<file path="src/rtl/multi_queue_byte_fifo_assert.svh">
// Assertion helpers included by rtl/mqbf_ctrl.sv.
`ifndef MULTI_QUEUE_BYTE_FIFO_ASSERT_SVH
`define MULTI_QUEUE_BYTE_FIFO_ASSERT_SVH

// Same-cycle implication.
`define MQBF_CHECK_NOW(lbl, ante, cons, msg) \
  lbl: assert property (@(posedge clk) disable iff (rst) (ante) |-> (cons)) else $error(msg);

// Next-cycle implication.
`define MQBF_CHECK_NEXT(lbl, ante, cons, msg) \
  lbl: assert property (@(posedge clk) disable iff (rst) (ante) |=> (cons)) else $error(msg);

`endif

</file>
<file path="src/rtl/mqbf_pkg.sv">
package mqbf_pkg;

  localparam int SEL_FIELD_W = 5;
  localparam int SEL_CODES   = 2 ** SEL_FIELD_W;
  localparam int BYTE_W      = 8;
  localparam int CNT_W       = 12;
  localparam logic [CNT_W-1:0] CNT_MAX = '1;

  localparam int IN_DATA_W  = 16;
  localparam int OUT_DATA_W = 24;

  localparam logic ACT_READ  = 1'b0;
  localparam logic ACT_WRITE = 1'b1;

  typedef enum logic [2:0] {
    ST_IDLE,
    ST_PTR,
    ST_EXEC,
    ST_FETCH,
    ST_SEND
  } state_t;

  typedef struct packed {
    logic latch_in;
    logic exec;
    logic load_byte;
  } cmd_t;

  typedef struct packed {
    logic rd_move;
  } status_t;

endpackage

</file>
<file path="src/rtl/mqbf_ctrl.sv">
module mqbf_ctrl (
  input  logic              clk,
  input  logic              rst,
  input  logic              s_valid,
  output logic              s_ready,
  output logic              m_valid,
  input  logic              m_ready,
  output mqbf_pkg::cmd_t    cmd,
  input  mqbf_pkg::status_t status
);

  mqbf_pkg::state_t state;
  mqbf_pkg::state_t state_next;

  always_ff @(posedge clk) begin
    if (rst) begin
      state <= mqbf_pkg::ST_IDLE;
    end else begin
      state <= state_next;
    end
  end

  always_comb begin
    state_next = state;
    case (state)
      mqbf_pkg::ST_IDLE: begin
        if (s_valid) begin
          state_next = mqbf_pkg::ST_PTR;
        end
      end
      mqbf_pkg::ST_PTR: begin
        state_next = mqbf_pkg::ST_EXEC;
      end
      mqbf_pkg::ST_EXEC: begin
        state_next = status.rd_move ? mqbf_pkg::ST_FETCH : mqbf_pkg::ST_SEND;
      end
      mqbf_pkg::ST_FETCH: begin
        state_next = mqbf_pkg::ST_SEND;
      end
      mqbf_pkg::ST_SEND: begin
        if (m_ready) begin
          state_next = mqbf_pkg::ST_IDLE;
        end
      end
      default: begin
        state_next = mqbf_pkg::ST_IDLE;
      end
    endcase
  end

  always_comb begin
    s_ready       = (state == mqbf_pkg::ST_IDLE);
    m_valid       = (state == mqbf_pkg::ST_SEND);
    cmd.latch_in  = (state == mqbf_pkg::ST_IDLE) && s_valid;
    cmd.exec      = (state == mqbf_pkg::ST_EXEC);
    cmd.load_byte = (state == mqbf_pkg::ST_FETCH);
  end

`include "multi_queue_byte_fifo_assert.svh"

  `MQBF_CHECK_NEXT(a_accept_ptr, s_valid && s_ready, state == mqbf_pkg::ST_PTR, "accept did not start pointer read")
  `MQBF_CHECK_NEXT(a_exec_next, state == mqbf_pkg::ST_EXEC, state == mqbf_pkg::ST_FETCH || state == mqbf_pkg::ST_SEND, "bad state after exec")
  `MQBF_CHECK_NOW(a_fetch_read, state == mqbf_pkg::ST_FETCH, $past(status.rd_move), "byte fetch without a read move")
  `MQBF_CHECK_NEXT(a_send_hold, m_valid && !m_ready, state == mqbf_pkg::ST_SEND, "result dropped while stalled")

endmodule

</file>
<file path="config.mk">
export PLATFORM = sky130hd
export DESIGN_NAME = mqbf_ctrl
export DESIGN_NICKNAME = d
export VERILOG_FILES = /design/src/rtl/mqbf_pkg.sv /design/src/rtl/mqbf_ctrl.sv
export VERILOG_INCLUDE_DIRS = /design/src /design/src/rtl
export SDC_FILE = /design/constraint.sdc
export NUM_CORES = 1
export LEC_CHECK = 0
export BUFFER_PORTS_ARGS = -buffer_cell sky130_fd_sc_hd__buf_4
export CAP_MARGIN = 20
export CORE_AREA = 2 2 39 41
export DETAILED_ROUTE_END_ITERATION = 7
export DIE_AREA = 0 0 41 43
export PLACE_DENSITY = 0.42
export SLEW_MARGIN = 10
export SYNTH_ARGS = -nofsm -noshare
export SYNTH_HDL_FRONTEND = slang
export SYNTH_SLANG_ARGS = --single-unit
</file>
<file path="constraint.sdc">
create_clock -name clk -period 0.98 [get_ports clk]
set_input_delay 0.098 -clock clk [delete_from_list [all_inputs] [get_ports clk]]
set_output_delay 0.098 -clock clk [all_outputs]
set_load 0.005 [all_outputs]
</file>
==> results of run 1 <==
==> repair_timing <==
action / 4_1_cts / 5_1_grt
resized for setup: 4 / 6
buffers inserted: 1 / 1
pin swaps: 1 / 3
endpoints found under the setup margin: 7 / 6
==> power by group <==
group	leakage, nW	internal, mW	switching [mW]
combinational	0.112	0.0727	0.0330
clock	0.0150	0.152	0.0610
sequential	0.0267	0.129	0.0169
total	0.154	0.354	0.111
==> final cells by class <==
| type | instances | share of cell area |
|---|---|---|
| clock buffers | 4 | 0.0766 |
| flip-flops and latches | 3 | 0.208 |
| well taps | 16 | 0.0584 |
| inverters | 2 | 0.0219 |
| multi-input cells | 13 | 0.339 |
| repair buffers | 13 | 0.296 |
==> cells in the final DEF (no fill, tap or decap) <==
cell type and count:
a2111oi_2 1, a32oi_1 1, and2_1 1, and3_2 1, buf_4 12, buf_6 1, clkbuf_1 1, clkbuf_4 3
dfxtp_4 3, inv_1 1, inv_2 1, mux2_2 1, nand2_2 1, nand2b_1 2, nor2_1 1, nor3_2 2
nor3b_2 2
==> kinds of logic after synthesis <==
kind of cell	share of synthesized area
multiplexers	0.0647
buffers and inverters	0.0432
AO/OA/AOI/OAI	0.137
flip-flops	0.345
AND/OR/NAND/NOR	0.410
==> worst max-delay path by stage <==
stage | start | end | slack (ns)
final | state[0] | cmd[2] | -0.13
after global routing | state[0] | cmd[2] | -0.18
after CTS | state[1] | cmd[2] | -0.13
after detailed placement | state[1] | state[0] | -0.03
after global placement | state[1] | state[0] | -0.01
after floorplan | state[1] | state[0] | 0.05
==> layer usage <==
| metal | up-vias | track usage | routed length [um] |
|---|---|---|---|
| met3 | 0 | 0.0314 | 57 |
| met4 | 0 | 0.0600 | 0 |
| met2 | 10 | 0.0719 | 194 |
| met5 | - | 0 | 0 |
| li1 | 99 | - | - |
| met1 | 89 | 0.0895 | 197 |
==> metrics by stage <==
stage / instance area [um^2] / setup WS (ns)
after floorplan: 174 / 0.0525
after global placement: 277 / -0.0123
after detailed placement: 277 / -0.0268
after CTS: 319 / -0.126
after global routing: 343 / -0.181
final: 343 / -0.129
==> flow_summary_export.csv, run 1 <==
group,metric,value,unit
layout,n_antenna_cell,0,
synth,synth_cell_types,14,
synth,yosysTopAreaCell,"dfxtp_1",
critical_path,crit_slowest_cell,"dfxtp_4",
critical_path,critical_path_required,0.88,ns
clock_network,cts_hold_buffers,0,
critical_path,max_stage_delay,0.36,ns
routing,dr.pass1.iters,1,
global_routing,grt_pass1_vias,180,
clock_network,path_clk_slew,0.04,ns
layout,drive_above_1_share,0.800,
layout,utilization,0.248,
pwr,ir_worst_vdd,0.496,mV
layout,multi_input_area,116,um^2
floorplan,start_util,0.126,
outcome,outcome,"complete, but fails checks",
placed_design,place_inst,45,
synth,synth_most_common_cell,"dfxtp_1",
synth,postSynthCellCount,18,
clock_network,clkSinkCount,3,
critical_path,crit_arrival,1.01,ns
pwr,p_total,0.465,mW
synth,ys_warn_count,0,
clock_network,cts_tree,"yes",
synth,ys_seq_area_frac,0.345,
synth,synth_edf_count,0,
pwr,p_leak,0.154,nW
pwr,p_per_area,1360,mW/mm^2
sta,rsz0062_at_grt,"yes",
floorplan,ios,10,
critical_path,critPathKind,"reg2out",
hold_path,hp-start,"rst",
hold_path,min_to,"state[1]",
global_routing,overflow,0,
synth,yosys-top-cells-count,"3 x dfxtp_1, 2 x inv_1, 2 x nand2b_1",
sta,fin_ws,-0.129,ns
clock_network,cts_inserted_buffers,3,
clock_network,clk-insertion-delay-late,0.23,ns
layout,final.fill_count,155,
routing,drtIter0Drc,0,
layout,regArea,71.3,um^2
critical_path,cp-start-kind,"flop",
critical_path,endpoint_kind,"output port",
synth,synth_top_area_share,0.345,
global_routing,grt_usage,0.0661,
placed_design,gp_congestion,0.637,
sta,maxSlewViolCount,0,
job,drv_cap,0,
routing,drtAntennaViolNets,0,
synth,async_reset_ff_frac,0,
sta,holdWs,0.0476,ns
routing,vias,198,
hold_path,hp-class,"in2reg",
placed_design,io_buffers,9,
outcome,violations,"negative setup slack",
layout,largest-register,"state",
floorplan,die_area,0.00176,mm^2
routing,via_per_inst,3.88,
routing,routed_wl,450,um
layout,syn_to_final_growth,97.1,%
sta,maxSlewHeadroom,0.823,
layout,nNetsFinal,41,
critical_path,reg2reg_to,"state[0]",
critical_path,worstReg2RegStart,"state[1]",
routing,drc,0,
floorplan,die_w,41,um
critical_path,crit_fanout,7,
synth,syn-num-nets,23,
synth,syn_area_per_cell,9.66,um^2
layout,largest_reg_flops,3,
layout,instances_no_fill,51,
sta,hold_violations,0,
sta,finalClockSkew,0.00288,ns
global_routing,grt_max_degree,9,
critical_path,crit_chain,"nor3_2 > and2_1 > buf_4",
sta,final.period_utilization,1.13,
hold_path,holdPathStages,2,
synth,ys_seq_elements,3,
routing,wl_per_cell,8.82,um
clock_network,cts.root.buffer_cell,"clkbuf_4",
critical_path,rrSetupSlack,0.05,ns
synth,synth_flop_cell,"dfxtp_1",
floorplan,die_h,43,um
critical_path,crit_cells,3,
sta,setup_viol,5,
sta,tightest_slew,0.265,ns
layout,reg_top3,"state: 3 flops",
sta,layout_min_cycle_time,1.11,ns
critical_path,path_buf_inv,1,
floorplan,placementRows,14,
floorplan,core_region_area,0.00138,mm^2
clock_network,clk_path_buf_depth,2,
global_routing,antenna_found_initial,0,
sta,fin_setup_tns,-0.384,ns
clock_network,h-tree-depth,1,
global_routing,grt_first_pass_wirelength,752,um
synth,synth_area_leaders,"dfxtp_1 35%, a2111oi_2 8.6%, nand2b_1 7.2%, nor3b_2 7.2%, mux2_2 6.5%",
critical_path,cp_top_family,"flip-flops",
critical_path,r2r_cells,2,
synth,syn-cell-area,174,um^2
sta,max_freq,0.902,GHz
(Power assumes the default switching activity.)
==> inputs of run 2 (changes only) <==
Settings changed: PLACE_DENSITY 0.42 to 0.41, SLEW_MARGIN 10 to 20.
Clock period 0.98 ns to 1.2 ns, I/O delays scaled along.
==> run 2 against run 1 <==
Against the previous run: the flow now finishes without violations; final cell count is 7.8% lower; sequential share of layout area is 1.6 points higher; via count is 13% lower; first-iteration DRC count is 1 higher; sequential power is 16% lower; global-route usage is 0.59 points lower; final area is 10% lower; sequential cell count stayed put; routed wire length is 10% lower; clock skew hardly changed; register-to-register slack better by 0.16 ns; critical path type unchanged.
==> flow_summary_export.csv, run 2 (synthesis gave the netlist of run 1 again) <==
group,metric,value,unit
outcome,outcome,"finished, final reports clean",
critical_path,crit_chain,"nor3_4 > and2_1 > buf_4",
clock_network,cts_tree,"yes",
pwr,p_comb_frac,0.186,
critical_path,worstReg2RegStart,"state[1]",
sta,hold_violations,0,
placed_design,pre_cts_slack,0.193,ns
pwr,p_total,0.365,mW
sta,tightest_slew,0.250,ns
layout,nNetsFinal,37,
clock_network,cts_hold_buffers,0,
clock_network,clkSinkCount,3,
pwr,p_sw_frac,0.244,
clock_network,postCtsSetupBuffers,0,
sta,setup_viol,0,
pwr,p_per_area,1190,mW/mm^2
critical_path,max_stage_delay,0.36,ns
floorplan,die_h,43,um
global_routing,overflow,0,
pwr,power_frac_clock,0.478,
placed_design,place_inst,43,
placed_design,dp_hpwl,317,um
job,drv_cap,0,
global_routing,antenna_found_initial,0,
pwr,p_int,0.276,mW
layout,drive_above_1_share,0.710,
routing,drtIter0Drc,1,
routing,dr.pass1.iters,2,
critical_path,crit_fanout,6,
clock_network,h-tree-depth,1,
floorplan,core_region_area,0.00138,mm^2
critical_path,crit_slowest_cell,"dfxtp_4",
layout,layout_common_cells,"9 x buf_4, 3 x clkbuf_4, 2 x inv_1, 2 x nand2b_1, 2 x dfxtp_4",
global_routing,grt_pass1_vias,163,
pwr,seqPwrFrac,0.335,
sta,layout_min_cycle_time,1.12,ns
hold_path,hp-start,"rst",
floorplan,ios,10,
pwr,p_leak,0.131,nW
sta,rsz0062_at_grt,"no",
placed_design,gp_congestion,0.622,
layout,largest-register,"state",
floorplan,placementRows,14,
critical_path,critPathKind,"reg2out",
clock_network,cts.root.buffer_cell,"clkbuf_4",
global_routing,grt_first_pass_wirelength,669,um
layout,reg_top3,"state: 3 flops",
routing,wl_per_cell,8.62,um
critical_path,worstSetupStartpoint,"state[2]",
floorplan,die_area,0.00176,mm^2
critical_path,crit_arrival,1.00,ns
global_routing,grt_usage,0.0602,
global_routing,grt_max_degree,9,
critical_path,cp_top_family,"flip-flops",
placed_design,placed_cell_area,262,um^2
critical_path,endpoint_kind,"output port",
sta,maxSlewViolCount,0,
clock_network,cts_inserted_buffers,3,
clock_network,path_clk_slew,0.04,ns
sta,fin_setup_tns,0,ns
sta,fin_ws,0.0797,ns
layout,final_cell_area,308,um^2
routing,routed_wl,405,um
placed_design,io_buffers,9,
layout,largest_reg_flops,3,
critical_path,path_buf_inv,1,
layout,instances_no_fill,47,
routing,via_per_inst,3.68,
floorplan,die_w,41,um
clock_network,clk_path_buf_depth,2,
routing,drtAntennaViolNets,0,
floorplan,start_util,0.126,
critical_path,cp-start-kind,"flop",
hold_path,hp-class,"in2reg",
sta,maxSlewHeadroom,0.833,
pwr,switchingPower,0.0891,mW
sta,finalClockSkew,0.00260,ns
sta,max_freq,0.893,GHz
routing,drc,0,
layout,syn_to_final_growth,77.0,%
pwr,ir_worst_vdd,0.359,mV
layout,mostFrequentLayoutCell,"buf_4",
layout,n_antenna_cell,0,
clock_network,clk-insertion-delay-late,0.23,ns
routing,vias,173,
critical_path,critical_path_required,1.08,ns
sta,final.period_utilization,0.934,
run 2: cell count changes in the layout (fill, tap and decap cells not counted), sizes merged:
cell / delta
buf: -4
run 2: cell type report:
type / count / area, um^2
fill: 149 / 1080
multi-input combinational: 13 / 118
sequential: 3 / 68.8
timing repair buffer: 9 / 67.6
clock buffer: 4 / 26.3
tap: 16 / 20.0
inverter: 2 / 7.51
run 2: routing by layer:
| metal | GRT usage | vias to the layer above | share of wire |
|---|---|---|---|
| met1 | 0.0804 | 72 | 0.51 |
| li1 | - | 91 | - |
| met2 | 0.0625 | 10 | 0.34 |
| met5 | 0 | - | 0 |
| met4 | 0.0400 | 0 | 0 |
| met3 | 0.0471 | 0 | 0.15 |
run 2: power by group through the flow:
stage | Clock [mW] | Combinational, mW | Sequential, mW
5_1_grt | 0.198 | 0.0781 | 0.124
2_1_floorplan | 0 | 0.0306 | 0.119
3_3_place_gp | 0 | 0.0649 | 0.121
6_report | 0.175 | 0.0681 | 0.122
4_1_cts | 0.185 | 0.0673 | 0.121
3_5_place_dp | 0 | 0.0656 | 0.121
run 2: path summary, 6_finish.rpt:
kind	end	slack, ns	cells past startpoint
max	cmd[2]	0.08	3
min	state[1]	0.08	2
max reg2reg	state[0]	0.21	2
min reg2reg	state[1]	0.47	1
run 2: timing repair:
action,CTS,global route
endpoints found under the setup margin,2,3
pin swaps,0,1
gates resized for setup,2,5
run 2: worst register-to-register path: cells and delay by family, from the launching register on:
family	cells	cell delay (ns)
AND/OR/NAND/NOR	1	0.17
AO/OA/AOI/OAI	1	0.34
flip-flops	1	0.37
run 2: through the flow:
step | util | hold WS, ns
floorplan | - | 0.189
global placement | 0.189 | 0.311
detailed placement | 0.189 | 0.319
CTS | 0.212 | 0.0649
global route | 0.222 | 0.0669
finish | 0.222 | 0.0760
